$ cat config.mk
export PLATFORM = sky130hd
export DESIGN_NAME = sliding_window_receiver
export DESIGN_NICKNAME = d
export VERILOG_FILES = /design/src/rtl/swr_pkg.sv /design/src/rtl/swr_ctrl.sv /design/src/rtl/swr_dpath.sv /design/src/rtl/sliding_window_receiver.sv
export SDC_FILE = /design/constraint.sdc
export NUM_CORES = 1
export LEC_CHECK = 0
export BUFFER_PORTS_ARGS = -buffer_cell sky130_fd_sc_hd__buf_2
export CAP_MARGIN = 10
export CORE_ASPECT_RATIO = 2
export CORE_MARGIN = 5
export CORE_UTILIZATION = 45
export CTS_CLUSTER_SIZE = 12
export DETAILED_ROUTE_END_ITERATION = 8
export PLACE_DENSITY = 0.71
export SYNTH_ARGS = -nofsm -noshare
export SYNTH_HDL_FRONTEND = slang
export SYNTH_HIERARCHICAL = 1
export SYNTH_SLANG_ARGS = --single-unit
$ cat constraint.sdc
create_clock -name clock -period 10.8 [get_ports clock]
set_input_delay 2.16 -clock clock [delete_from_list [all_inputs] [get_ports clock]]
set_output_delay 2.16 -clock clock [all_outputs]
set_load 0.005 [all_outputs]
$ cat src/rtl/swr_pkg.sv
// Shared types and constants for the sliding window receiver.
`timescale 1ns / 1ps

package swr_pkg;

   localparam int SEQ_W              = 32;
   localparam int WIN_W              = 7;
   localparam int SLIDE_W            = 7;
   localparam int SLOT_W             = 6;
   localparam int MAP_LIMIT          = 64;
   localparam int WINDOW_MAX_DEFAULT = 64;
   localparam int SCAN_CHUNK         = 16;

   typedef logic [SEQ_W-1:0]   seq_type;
   typedef logic [WIN_W-1:0]   win_type;
   typedef logic [SLIDE_W-1:0] slide_type;
   typedef logic [SLOT_W-1:0]  slot_type;

   localparam win_type WINDOW_RESET = win_type'(8);

   typedef struct packed {
      seq_type frame_seq;
      logic    checksum_ok;
   } req_type;

   typedef struct packed {
      logic      reply_send;
      logic      reply_is_nak;
      seq_type   reply_number;
      slide_type slide_count;
      logic      stored_early;
      slot_type  slot_index;
      logic      transfer_done;
   } rsp_type;

   typedef struct packed {
      logic capture;
      logic calc;
      logic decide;
      logic scan;
      logic commit;
   } cmd_type;

   typedef struct packed {
      logic need_scan;
      logic scan_last;
   } status_type;

endpackage

$ cat src/rtl/swr_ctrl.sv
// Sequencing state machine for the sliding window receiver.
`timescale 1ns / 1ps

module swr_ctrl (
   input  logic               clock,
   input  logic               reset,
   input  logic               req_valid,
   output logic               req_ready,
   output logic               rsp_valid,
   input  logic               rsp_ready,
   output swr_pkg::cmd_type   cmd,
   input  swr_pkg::status_type sts
);

   typedef enum logic [2:0] {
      IDLE,
      CALC,
      DECIDE,
      SCAN,
      WRITE
   } state_type;

   state_type state_ff, state_in;
   logic      rsp_valid_ff, rsp_valid_in;

   always_comb begin
      cmd      = '0;
      state_in = state_ff;
      unique case (state_ff)
         IDLE: begin
            cmd.capture = req_valid;
            if (req_valid) state_in = CALC;
         end
         CALC: begin
            cmd.calc = 1'b1;
            state_in = DECIDE;
         end
         DECIDE: begin
            cmd.decide = 1'b1;
            state_in   = sts.need_scan ? SCAN : WRITE;
         end
         SCAN: begin
            cmd.scan = 1'b1;
            if (sts.scan_last) state_in = WRITE;
         end
         WRITE: begin
            cmd.commit = !rsp_valid_ff || rsp_ready;
            if (cmd.commit) state_in = IDLE;
         end
         default: state_in = IDLE;
      endcase
      rsp_valid_in = cmd.commit || (rsp_valid_ff && !rsp_ready);
   end

   always_ff @(posedge clock) begin
      if (reset) begin
         state_ff     <= IDLE;
         rsp_valid_ff <= 1'b0;
      end else begin
         state_ff     <= state_in;
         rsp_valid_ff <= rsp_valid_in;
      end
   end

   assign req_ready = (state_ff == IDLE) && !reset;
   assign rsp_valid = rsp_valid_ff;

endmodule

$ cat src/rtl/swr_dpath.sv
// Window state, frame classification, bitmap scan and result register.
`timescale 1ns / 1ps

module swr_dpath #(
   parameter int WINDOW_MAX = swr_pkg::WINDOW_MAX_DEFAULT
) (
   input  logic                clock,
   input  logic                reset,
   input  logic                csr_valid,
   input  swr_pkg::win_type    csr_data,
   input  swr_pkg::req_type    req_data,
   input  swr_pkg::cmd_type    cmd,
   output swr_pkg::status_type sts,
   output swr_pkg::rsp_type    rsp_data
);

   localparam int MAP_W = (WINDOW_MAX < swr_pkg::MAP_LIMIT) ? WINDOW_MAX : swr_pkg::MAP_LIMIT;
   localparam int IDX_W = $clog2(MAP_W);
   localparam int CHUNK = (MAP_W < swr_pkg::SCAN_CHUNK) ? MAP_W : swr_pkg::SCAN_CHUNK;
   localparam int CNT_W = $clog2(CHUNK);
   localparam swr_pkg::win_type W_LIM = swr_pkg::win_type'(MAP_W);

   // architectural state
   swr_pkg::win_type   window_ff;
   swr_pkg::seq_type   last_ff, last_in;
   logic [MAP_W-1:0]   map_ff, map_in;
   logic               finished_ff, finished_in;

   // per-frame working registers
   swr_pkg::seq_type   seq_ff;
   logic               ok_ff;
   logic [swr_pkg::SEQ_W:0] diff_ff;
   swr_pkg::seq_type   num_ff;
   logic               seq_zero_ff;
   logic               in_win_ff, next_ff, later_ff;
   swr_pkg::slide_type idx_ff;
   logic [MAP_W-1:0]   scan_map_ff;
   swr_pkg::slide_type count_ff;
   swr_pkg::rsp_type   rsp_ff, rsp_in;

   swr_pkg::win_type   w_eff;
   logic [MAP_W-1:0]   mask, masked;
   logic               in_win_c, next_c, later_c;
   logic [CHUNK-1:0]   chunk;
   logic               all_ones;
   logic [CNT_W-1:0]   trail;
   logic               accepted_ok, early_hit;

   always_comb begin
      if (window_ff == '0) w_eff = swr_pkg::win_type'(1);
      else if (window_ff > W_LIM) w_eff = W_LIM;
      else w_eff = window_ff;
      for (int i = 0; i < MAP_W; i++) begin
         mask[i] = (swr_pkg::win_type'(i) < w_eff);
      end
      masked = map_ff & mask;
   end

   assign in_win_c = !finished_ff &&
                     (diff_ff[swr_pkg::SEQ_W] || diff_ff <= (swr_pkg::SEQ_W+1)'(w_eff));
   assign next_c   = (diff_ff == (swr_pkg::SEQ_W+1)'(1));
   assign later_c  = !diff_ff[swr_pkg::SEQ_W] && (diff_ff > (swr_pkg::SEQ_W+1)'(1));

   assign chunk    = scan_map_ff[CHUNK-1:0];
   assign all_ones = &chunk;

   always_comb begin
      trail = '0;
      for (int i = CHUNK - 1; i >= 0; i--) begin
         if (!chunk[i]) trail = CNT_W'(i);
      end
   end

   assign sts.need_scan = in_win_c && ok_ff && next_c;
   assign sts.scan_last = !all_ones;

   assign accepted_ok = in_win_ff && ok_ff;
   assign early_hit   = !map_ff[idx_ff[IDX_W-1:0]];

   always_comb begin
      last_in     = last_ff;
      map_in      = map_ff;
      finished_in = finished_ff;
      if (accepted_ok && next_ff) begin
         map_in  = masked >> count_ff;
         last_in = last_ff + swr_pkg::SEQ_W'(count_ff);
      end else if (accepted_ok && later_ff) begin
         map_in[idx_ff[IDX_W-1:0]] = 1'b1;
      end
      if (accepted_ok && seq_zero_ff) finished_in = 1'b1;

      rsp_in.reply_send    = in_win_ff;
      rsp_in.reply_is_nak  = in_win_ff && !ok_ff;
      rsp_in.reply_number  = in_win_ff ? num_ff : '0;
      rsp_in.slide_count   = (accepted_ok && next_ff) ? count_ff : '0;
      rsp_in.stored_early  = accepted_ok && later_ff && early_hit;
      rsp_in.slot_index    = (accepted_ok && later_ff) ? idx_ff[swr_pkg::SLOT_W-1:0] : '0;
      rsp_in.transfer_done = finished_in;
   end

   always_ff @(posedge clock) begin
      if (reset) begin
         window_ff   <= swr_pkg::WINDOW_RESET;
         last_ff     <= '0;
         map_ff      <= '0;
         finished_ff <= 1'b0;
      end else begin
         if (csr_valid) window_ff <= csr_data;
         if (cmd.commit) begin
            last_ff     <= last_in;
            map_ff      <= map_in;
            finished_ff <= finished_in;
         end
      end
   end

   always_ff @(posedge clock) begin
      if (cmd.capture) begin
         seq_ff <= req_data.frame_seq;
         ok_ff  <= req_data.checksum_ok;
      end
      if (cmd.calc) begin
         diff_ff     <= {1'b0, seq_ff} - {1'b0, last_ff};
         num_ff      <= ok_ff ? seq_ff + swr_pkg::seq_type'(1) : seq_ff;
         seq_zero_ff <= (seq_ff == '0);
      end
      if (cmd.decide) begin
         in_win_ff   <= in_win_c;
         next_ff     <= next_c;
         later_ff    <= later_c;
         idx_ff      <= diff_ff[swr_pkg::SLIDE_W-1:0] - swr_pkg::slide_type'(1);
         scan_map_ff <= masked >> 1;
         count_ff    <= swr_pkg::slide_type'(1);
      end
      if (cmd.scan) begin
         if (all_ones) begin
            count_ff    <= count_ff + swr_pkg::slide_type'(CHUNK);
            scan_map_ff <= scan_map_ff >> CHUNK;
         end else begin
            count_ff <= count_ff + swr_pkg::slide_type'(trail);
         end
      end
      if (cmd.commit) rsp_ff <= rsp_in;
   end

   assign rsp_data = rsp_ff;

endmodule

$ cat src/rtl/sliding_window_receiver.sv
// Top level of the sliding window receiver.
//
//   channel | ports             | direction | moves
//   --------+-------------------+-----------+---------------------------------
//   req     | req_valid/ready   | in        | one frame: sequence, checksum ok
//   rsp     | rsp_valid/ready   | out       | one reply per frame
//   csr     | csr_valid/ready   | in        | window size (ready outside reset)
//
// A frame steps through accept, difference, classify and write; the result register
// loads in the write step and the next frame can follow in the cycle after it.
// A good in-order frame adds 1 to 4 scan steps of 16 bitmap bits before the write.
// Synchronous reset clears the window state; window size returns to 8.
// The result register holds a reply until taken; the next frame is accepted
// meanwhile, and its write waits for rsp_ready.
`timescale 1ns / 1ps

module sliding_window_receiver #(
   parameter int WINDOW_MAX = swr_pkg::WINDOW_MAX_DEFAULT
) (
   input  logic             clock,
   input  logic             reset,
   input  logic             req_valid,
   output logic             req_ready,
   input  swr_pkg::req_type req_data,
   output logic             rsp_valid,
   input  logic             rsp_ready,
   output swr_pkg::rsp_type rsp_data,
   input  logic             csr_valid,
   output logic             csr_ready,
   input  swr_pkg::win_type csr_data
);

   swr_pkg::cmd_type    cmd;
   swr_pkg::status_type sts;

   assign csr_ready = !reset;

   swr_ctrl u_ctrl (
      .clock     (clock),
      .reset     (reset),
      .req_valid (req_valid),
      .req_ready (req_ready),
      .rsp_valid (rsp_valid),
      .rsp_ready (rsp_ready),
      .cmd       (cmd),
      .sts       (sts)
   );

   swr_dpath #(
      .WINDOW_MAX (WINDOW_MAX)
   ) u_dpath (
      .clock     (clock),
      .reset     (reset),
      .csr_valid (csr_valid),
      .csr_data  (csr_data),
      .req_data  (req_data),
      .cmd       (cmd),
      .sts       (sts),
      .rsp_data  (rsp_data)
   );

endmodule

* Word level (Yosys, flattened, before mapping) *
Index checks and enable logic that the tools add are counted.

storage, ports and cells
  bits in registers = 336
  logic and storage cells = 184

cells by class
  add/sub/neg operators = 6
  order comparisons = 69
  eq/ne operators = 8
  shift operators = 1
  mux-type cells = 42
  bitwise logic cells = 2
  reduce and logical (&&, ||, !) cells = 32

operators by type and width
  cell                                                                               count
  64-bit two-way mux                                                                 5
  6-bit by 7-bit < comparator with 1-bit output (first input constant)               32
  5-bit by 7-bit < comparator with 1-bit output (first input constant)               16
  64-bit AND                                                                         1
  4-bit two-way mux                                                                  16
  64-bit OR                                                                          1
  64-bit by 7-bit right shift with 64-bit output                                     1
  4-bit by 7-bit < comparator with 1-bit output (first input constant)               8
  7-bit two-way mux                                                                  5
  33-bit by 1-bit equality test with 1-bit output (second input constant)            1
  33-bit by 1-bit greater-than comparator with 1-bit output (second input constant)  1
  33-bit by 7-bit <= comparator with 1-bit output                                    1
  32-bit by 32-bit subtractor with 33-bit output                                     1
  32-bit by 1-bit adder with 32-bit output (second input constant)                   1
  32-bit by 7-bit adder with 32-bit output                                           1
  32-bit zero test                                                                   1
  32-bit two-way mux                                                                 1
  3-bit by 7-bit < comparator with 1-bit output (first input constant)               4
  16-bit AND reduction                                                               1
  3-bit case mux with 5 select lines                                                 1
  1-bit by 7-bit < comparator with 1-bit output (first input constant)               2
  2-bit by 7-bit < comparator with 1-bit output (first input constant)               2
  1-bit logical AND                                                                  13
  3-bit two-way mux                                                                  4
  21 further kinds                                                                   40

* Depth between registers and ports, before layout *
Gate-level depths: netlist of run 1.

  depth in word-level cells = 19
  depth in mapped cells = 18
  mapped depth without buffers = 18

* Modules after synthesis *
Netlist of run 1, hierarchy kept.

modules (own cells, without submodules)
  module                   times used  cells an instance  area each (um^2)  seq. area each (um^2)
  swr_dpath                1           2467               21714.6           8287.9
  swr_ctrl                 1           28                 256.5             80.1
  sliding_window_receiver  1           1                  3.8               0.0

* Worst setup path before layout of run 1 *
Ideal clock, no wire load.

  path type = register to register
  start = register u_ctrl.state_ff[2]
  end = register u_dpath/diff_ff[0] in the netlist's numbering, enable pin
  setup time = 0.584 ns
  arrival time = 5.273 ns
  required time = 10.216 ns
  path slack = 4.943 ns
  cell stages (with the launch flop) = 3
  clock period less this slack = 5.857 ns
  cells stage by stage = dfxtp_1 -> buf_2 -> nor3b_1

RTL lines
  what                    line              text
  from (decl)             swr_ctrl.sv:23    state_type state_ff, state_in;
  from (signal assigned)  swr_ctrl.sv:60    state_ff <= state_in;
  to (signal assigned)    swr_dpath.sv:123  diff_ff <= {1'b0, seq_ff} - {1'b0, last_ff};
  to (decl)               swr_dpath.sv:32   logic [swr_pkg::SEQ_W:0] diff_ff;

* Worst setup path after layout of run 1 *
  start = input reset
  end = output req_ready

between the ends
  cells in the longest elaborated chain, start to end = 2

ends and longest elaborated chain
  what               line                           text
  from (decl)        sliding_window_receiver.sv:21  input logic reset,
  1-bit zero test    swr_ctrl.sv:65                 assign req_ready = (state_ff == IDLE) && !reset;
  1-bit logical AND  swr_ctrl.sv:65
  to (decl)          sliding_window_receiver.sv:23  output logic req_ready,

Every way passes these cells.

==> summary.md, run 1 <==
| Metric | Value |
|---|---|
| Run status | finished, final reports clean |
| Post-cts resize count | 0 |
| RePlAce Congestion | 1.04 |
| Pin count of the biggest net entering global routing | 90 |
| Routed vias/inst | 6.62 |
| Critical Path Start | reset |
| Post-synth ARST share | 0% |
| Wire per inst | 29.8 um |
| Root Buffer | clkbuf_16 |
| Tcrit/Tclk final | 48.0% |
| All-Layer GR Usage | 34.2% |
| Pwr Density | 124 nW/um^2 |
| Maxcap violations | 0 |
| Power Total | 2.97 mW |
| Ports | 97 |
| DRC Markers | 0 |
| Data required, critical path | 8.64 ns |
| Final worst slack | 5.61 ns |
| Clk_lat worst skew | 0.57 ns |
| CP arrival | 3.03 ns |
| Row cnt | 114 |
| Routed wire length | 94200 um |
| Crit Path Max Fanout | 40 |
| R2R Path Start | u_dpath/count_ff[0] |
| Share of cells above drive strength 1 | 12.5% |
| Post-CTS Hold Fix Bufs | 0 |
| Final setup violating endpoints | 0 |
| Worst hold path class | reg2reg |
| Postcts setup bufs | 0 |
| Placement Setup Slack | 5.51 ns |
| Max transition margin | 9.80% |
| Syn_nets | 2599 |
| Sequential area share after synthesis | 38.1% |
| Buffers on Ports | 96 |
| CTS tree | yes |
| Vias in the first global route | 21102 |
| Crit. End Element | output port |
| Worst-Margin Slew | 1.32 ns |
| Most used cell, CP | buf_2 |
| Yosys cell types | 104 |
| Filler Cell Count | 4552 |
| Starting DRC count in detailed routing | 1911 |
| Max Slew Vio Count | 0 |
| Hold path startpoint | u_dpath/scan_map_ff[50] |
| Core Util, Final | 49.8% |
| Clk buf depth | 3 |
| Fin nets | 2597 |
| EDFF count, synth | 164 |
| Antenna-violating nets left | 0 |
| Fin. Hold Viols | 0 |
| Most used DFF post-synth | dfxtp_1 |
| CTS clock-pin slew for the worst setup and hold paths | 0.07 ns |
| Die Area | 53600 um^2 |
| Met2 Use GR | 62.7% |
| First-pass GRT wire length | 138000 um |
| Layout area overhead | 9.49% |
| Clock Sinks | 336 |
| Initial antenna violation count | 6 |
| Die Y | 323 um |
| Busiest grt layer | met2 |
| TNS Setup | 0 ns |
| Mean Syn Cell Area | 8.80 um^2 |
| Max frequency | 193 MHz |
| Slowest CP cell | buf_2 |
| CTS H-tree depth | 2 |
| Yosys Warn Count | 6 |
| Peak supply drop | 0.000139 V |
| Placeable Area | 48400 um^2 |
| Met3 usage | 4.78% |
| Hpwl dp | 71500 um |
| Yosys reg bits | 336 |
| RSZ-0062 raised after global routing | false |
| Leakage power | 8.46 nW |
| Vias | 20946 |
| Startpoint Class | input pin |
| Initial Util | 45.4% |
| Die Width | 166 um |
| CP max stage delay | 0.61 ns |
| Final Skew | 0.0305 ns |
| Cell Chain, Critical Path | buf_2 > nor4_1 > buf_2 |
| Pre-Repair DR Iteration Count | 6 |
| GR Layer Usage met1 | 32.7% |
| Synthesized instance count | 2496 |
| CTS Buf Count | 36 |
| Total global routing overflow | 0 |
| Fin crit period | 5.19 ns |
| Setup Crit Path Kind | in2out |
| Post-Syn Area | 22000 um^2 |
[sequential cells by signal (all words and copies together) (netlist names)]
| register | cells |
|---|---|
| u_ctrl/rsp_valid | 1 |
| u_ctrl/state_ff | 3 |
| u_dpath/count_ff | 7 |
| u_dpath/diff_ff | 33 |
| u_dpath/finished_ff | 1 |
| u_dpath/idx_ff | 6 |
| u_dpath/in_win_ff | 1 |
| u_dpath/last_ff | 32 |
| u_dpath/later_ff | 1 |
| u_dpath/map_ff | 64 |
| u_dpath/next_ff | 1 |
| u_dpath/num_ff | 32 |
| u_dpath/ok_ff | 1 |
| u_dpath/rsp_data | 49 |
| u_dpath/scan_map_ff | 64 |
| u_dpath/seq_ff | 32 |
| u_dpath/seq_zero_ff | 1 |
| u_dpath/window_ff | 7 |
[layout by cell type (no fill, tap or decap), drive strengths merged, types with 10 or more instances in the layout]
cell,count
a211oi,46
a21o,28
a21oi,221
a221oi,15
a22oi,25
a31oi,32
and2,63
and3,32
buf,154
clkbuf,60
dfxtp,172
edfxtp,164
ha,55
inv,78
mux2,31
mux2i,91
mux4,26
nand2,202
nand2b,13
nand3,61
nand4,39
nor2,236
nor2b,17
nor3,87
nor3b,11
nor4,18
o2111ai,11
o211a,14
o211ai,41
o21a,19
o21ai,155
o21bai,10
o221ai,10
o22ai,24
o31ai,11
xnor2,70
xor2,20
[routing by layer]
layer | wire [um] | share of wire [%]
met2 | 47800 | 51
met5 | 0 | 0
met3 | 5680 | 6.0
met4 | 11400 | 12
met1 | 29300 | 31
[per-stage QoR]
stage | cells | instance area [um^2] | hold slack (ns)
CTS | 3158 | 24000 | 0.460
finish | 3162 | 24100 | 0.459
floorplan | 2496 | 22000 | 0.424
detailed placement | 3094 | 22900 | 0.450
global route | 3158 | 24000 | 0.489
global placement | 3094 | 22900 | 0.440
[critical path: cells and delay by family]
family,cells,cell delay (ns)
buffers and inverters,2,0.77
and+or+nand+nor,1,0.09
[area by class of cell]
type / count / area, um^2 / share of cell area [%]
clock buffers: 60 / 1110 / 4.63
inverters: 79 / 297 / 1.23
repair buffers: 154 / 916 / 3.81
multi-input cells: 1887 / 12500 / 52.0
clock inverters: 4 / 37.5 / 0.156
flip-flops and latches: 336 / 8370 / 34.8
diodes: 4 / 10.0 / 0.0416
well taps: 638 / 798 / 3.32
[worst paths after layout]
| check | end | slack, ns | cells past startpoint |
|---|---|---|---|
| setup / recovery | req_ready | 5.61 | 3 |
| hold / removal | u_dpath/scan_map_ff[34] | 0.46 | 2 |
| setup reg to reg | u_dpath/map_ff[21] | 6.15 | 11 |
| hold reg to reg | u_dpath/scan_map_ff[34] | 0.46 | 2 |
[synth_stat cells (17+ instances only)]
cell type    n  share of area (%)
nor4_1      17               0.48
dfxtp_1    172                 16
mux2i_1     91                4.1
xnor2_1     70                2.8
and3_1      32               0.91
o211ai_1    40                1.4
a31oi_1     32               0.91
o22ai_1     24               0.68
nand3_1     60                1.4
inv_1       73                1.2
nand2_1    202                3.5
buf_2       35               0.80
mux2_2      31                1.6
buf_1       20               0.34
nor2b_1     17               0.48
and2_1      62                1.8
xor2_1      20               0.80
a21o_1      28               0.96
a211oi_1    45                1.5
clkbuf_1   125                2.1
nand4_1     39                1.1
nor2_1     236                4.0
nor3_1      86                2.0
a21oi_1    220                5.0
o21ai_0    145                3.3
edfxtp_1   164                 22
ha_1        55                3.1
mux4_2      26                2.7
a22oi_1     25               0.85
o21a_1      19               0.65
[where the power goes]
part / switching [mW] / total [mW] / internal (mW)
logic: 0.209 / 0.310 / 0.101
registers: 0.0373 / 1.42 / 1.38
clock network: 0.537 / 1.24 / 0.707
total: 0.784 / 2.97 / 2.19
[cells by family after synthesis]
| family | share of synthesized area [%] |
|---|---|
| AND/OR/NAND/NOR | 18.6 |
| AO/OA/AOI/OAI | 22.7 |
| flip-flops | 38.1 |
| buffers and inverters | 5.27 |
| multiplexers | 8.40 |
| XOR/XNOR | 3.59 |
| adder cells (fa/ha/maj) | 3.40 |
No activity file was read; power rests on OpenSTA's default activity.
==> run 2, diff against run 1 <==
--- a/config.mk
+++ b/config.mk
@@ -5,6 +5,7 @@
 export SDC_FILE = /design/constraint.sdc
 export NUM_CORES = 1
 export LEC_CHECK = 0
+export ABC_AREA = 1
 export BUFFER_PORTS_ARGS = -buffer_cell sky130_fd_sc_hd__buf_2
 export CAP_MARGIN = 10
 export CORE_ASPECT_RATIO = 2
==> constraint.sdc (replaced) <==
create_clock -name clock -period 4.8 [get_ports clock]
set_input_delay 0.96 -clock clock [delete_from_list [all_inputs] [get_ports clock]]
set_output_delay 0.96 -clock clock [all_outputs]
set_load 0.005 [all_outputs]
==> run 2 against run 1 <==
Wire length grew 11%; total power grew to 2.9 times the previous value; worst setup slack lost 4.4 ns; combinational power grew to 7.1 times the previous value; largest cell class unchanged; cell area shrank 0.84%; hold slack lost 0.0093 ns; largest power group unchanged; utilization grew 0.46 points; clock skew shrank 0.012 ns; die area shrank 1.5%; critical path type is now reg2reg; first-iteration DRC count grew 8.8%; area after synthesis shrank 1.6%.
==> summary.md, run 2 <==
| Metric | Value |
|---|---|
| Run status | finished, final reports clean |
| Busiest grt layer | met2 |
| Tcrit/Tclk final | 73.9% |
| Crit. End Element | register |
| Worst flop-to-flop path endpoint | u_ctrl/state_ff[2] |
| Ports | 97 |
| Total global routing overflow | 0 |
| Post-synth ARST share | 0% |
| Max Slew Vio Count | 0 |
| GR Layer Usage met1 | 35.2% |
| Postcts setup bufs | 0 |
| Synthesized instance count | 3059 |
| Met2 Use GR | 67.4% |
| Buffers on Ports | 96 |
| Layout area overhead | 10.3% |
| Most used DFF post-synth | dfxtp_1 |
| Share of cells above drive strength 1 | 8.13% |
| Starting DRC count in detailed routing | 2080 |
| Worst-Margin Slew | 1.40 ns |
| Max frequency | 282 MHz |
| FF-to-FF path depth | 16 |
| Clk_lat worst skew | 0.59 ns |
| Final setup violating endpoints | 0 |
| Pwr Density | 365 nW/um^2 |
| Yosys reg bits | 336 |
| Final Cell Area | 23900 um^2 |
| Crit Path Max Fanout | 12 |
| Initial Util | 45.5% |
| Placement Setup Slack | 1.48 ns |
| Wire per inst | 27.8 um |
| First-pass GRT wire length | 149000 um |
| Row cnt | 113 |
| Routed vias/inst | 6.18 |
| CTS clock-pin slew for the worst setup and hold paths | 0.06 ns |
| Count leader, synth | nand3_1 |
| CP arrival | 4.03 ns |
| Top-area cell type share of the netlist area | 22.8% |
| Clock share of power | 30.6% |
| Die Area | 52800 um^2 |
| R2R setup slack | 1.25 ns |
| Setup Crit Path Kind | reg2reg |
| DRC Markers | 0 |
| Post-Syn Area | 21600 um^2 |
| Sw Ratio | 36.2% |
| Most frequent cells in the layout | 550 x nand3_1, 531 x nand2_1, 332 x inv_1 |
| Met3 usage | 7.74% |
| Final Skew | 0.0187 ns |
| Int Pwr | 5.56 mW |
| Hpwl dp | 79600 um |
| Hold_ws | 0.450 ns |
| P_sw | 3.15 mW |
| Synth top area cells | edfxtp_1 23%, dfxtp_1 16%, nand3_1 13%, nand2_1 9.2%, a21oi_1 6.1% |
| Final worst slack | 1.25 ns |
| CP Capture Point | u_ctrl/state_ff[2] |
| Placed cell areas | 22800 um^2 |
| EDFF count, synth | 164 |
| Combinational power share | 25.2% |
| TNS Setup | 0 ns |
| RePlAce Congestion | 1.15 |
| Max transition margin | 6.23% |
| Vias in the first global route | 23230 |
| Critical Path Start | u_dpath/window_ff[5] |
| Routed wire length | 104000 um |
| Fin nets | 3202 |
| Sequential area share after synthesis | 38.7% |
| Leakage power | 9.76 nW |
| Fin crit period | 3.55 ns |
| Mean Syn Cell Area | 7.07 um^2 |
| Initial antenna violation count | 5 |
| Die Y | 320 um |
| Die Width | 165 um |
| Clock Sinks | 336 |
| Syn_nets | 3162 |
| Antenna-violating nets left | 0 |
| Post-CTS Hold Fix Bufs | 0 |
| Yosys cell types | 53 |
| Storage cell area | 8370 um^2 |
| Filler Cell Count | 5019 |
| Root Buffer | clkbuf_16 |
| Post-cts resize count | 0 |
| Placeable Area | 47500 um^2 |
| Multi-input gate area | 11400 um^2 |
| Maxcap violations | 0 |
| Cell taking the most area after synthesis | edfxtp_1 |
| Sequential share of power | 44.2% |
| Worst hold path class | reg2reg |
| Fin. Hold Viols | 0 |
| Vias | 23208 |
| R2R Path Start | u_dpath/window_ff[5] |
| Commonest non-fill, non-tap cell in the layout | nand3_1 |
| Data required, critical path | 5.28 ns |
| Peak supply drop | 0.000347 V |
| CTS H-tree depth | 2 |
| Pin count of the biggest net entering global routing | 68 |
| Yosys Warn Count | 6 |
| Pre-Repair DR Iteration Count | 8 |
| RSZ-0062 raised after global routing | false |
| Startpoint Class | register |
| CTS Buf Count | 35 |
| Clk buf depth | 3 |
| Most common library cells after synthesis | 550 x nand3_1, 531 x nand2_1, 336 x inv_1 |
| All-Layer GR Usage | 39.1% |
| CTS tree | yes |
run 2: power by group through the flow:
| stage | sequential (mW) | combinational (mW) | clock (mW) |
|---|---|---|---|
| 5_1_grt | 3.88 | 2.37 | 2.80 |
| 4_1_cts | 3.84 | 2.12 | 2.71 |
| 2_1_floorplan | 3.75 | 1.37 | 0 |
| 6_report | 3.85 | 2.19 | 2.67 |
| 3_3_place_gp | 3.89 | 2.10 | 0 |
| 3_5_place_dp | 3.90 | 2.11 | 0 |
run 2: worst min path at each step:
stage,cells after the start,start,endpoint,slack [ns]
after detailed placement,2,u_dpath/scan_map_ff[63],u_dpath/scan_map_ff[63],0.44
after CTS,2,u_dpath/scan_map_ff[63],u_dpath/scan_map_ff[63],0.45
after global routing,2,u_dpath/scan_map_ff[63],u_dpath/scan_map_ff[63],0.48
after global placement,2,u_dpath/scan_map_ff[63],u_dpath/scan_map_ff[63],0.44
final,2,u_dpath/scan_map_ff[63],u_dpath/scan_map_ff[63],0.45
after floorplan,0,u_dpath/in_win_ff,u_dpath/rsp_data[48],0.42
run 2: per-stage QoR:
| step | utilization [%] | cells | power [mW] |
|---|---|---|---|
| 6_report | 50.2 | 3757 | 8.72 |
| 5_1_grt | 50.2 | 3756 | 9.05 |
| 4_1_cts | 50.2 | 3754 | 8.66 |
| 3_5_place_dp | 47.9 | 3693 | 6.00 |
| 3_3_place_gp | 47.9 | 3692 | 5.99 |
| 2_1_floorplan | - | 3059 | 5.12 |
run 2: routing by layer:
layer	wire, um	share of wire [%]
met5	33	0.032
met4	15100	14
met1	30800	30
met3	7030	6.7
met2	51300	49
run 2: layout make-up:
class / instances / area share [%]
clock inverter: 9 / 0.451
sequential: 336 / 35.1
multi-input combinational: 2227 / 47.7
inverter: 345 / 5.44
timing repair buffer: 154 / 3.94
clock buffer: 52 / 4.02
tap: 632 / 3.31
antenna: 2 / 0.0210
run 2: cells by family after synthesis:
family	synth area share [%]
flops	38.7
xor+xnor	2.92
fa+ha+maj	3.46
simple gates	30.5
compound gates	15.6
buf+inv	8.83
run 2: worst max-delay path, cell delays in order (launching register included):
cell     delay [ns]
dfxtp_1        0.37
inv_2          0.17
nand2_4        0.16
nor2_4         0.39
nand2_2        0.15
nand2_4        0.15
ha_1           0.14
nand4_1        0.08
nor4_1         0.23
nor2_1         0.13
a21oi_1        0.73
and3_1         0.38
nand2_1        0.08
nand2_1        0.07
nand4_1        0.09
nand2_1        0.08
nor2_1         0.04
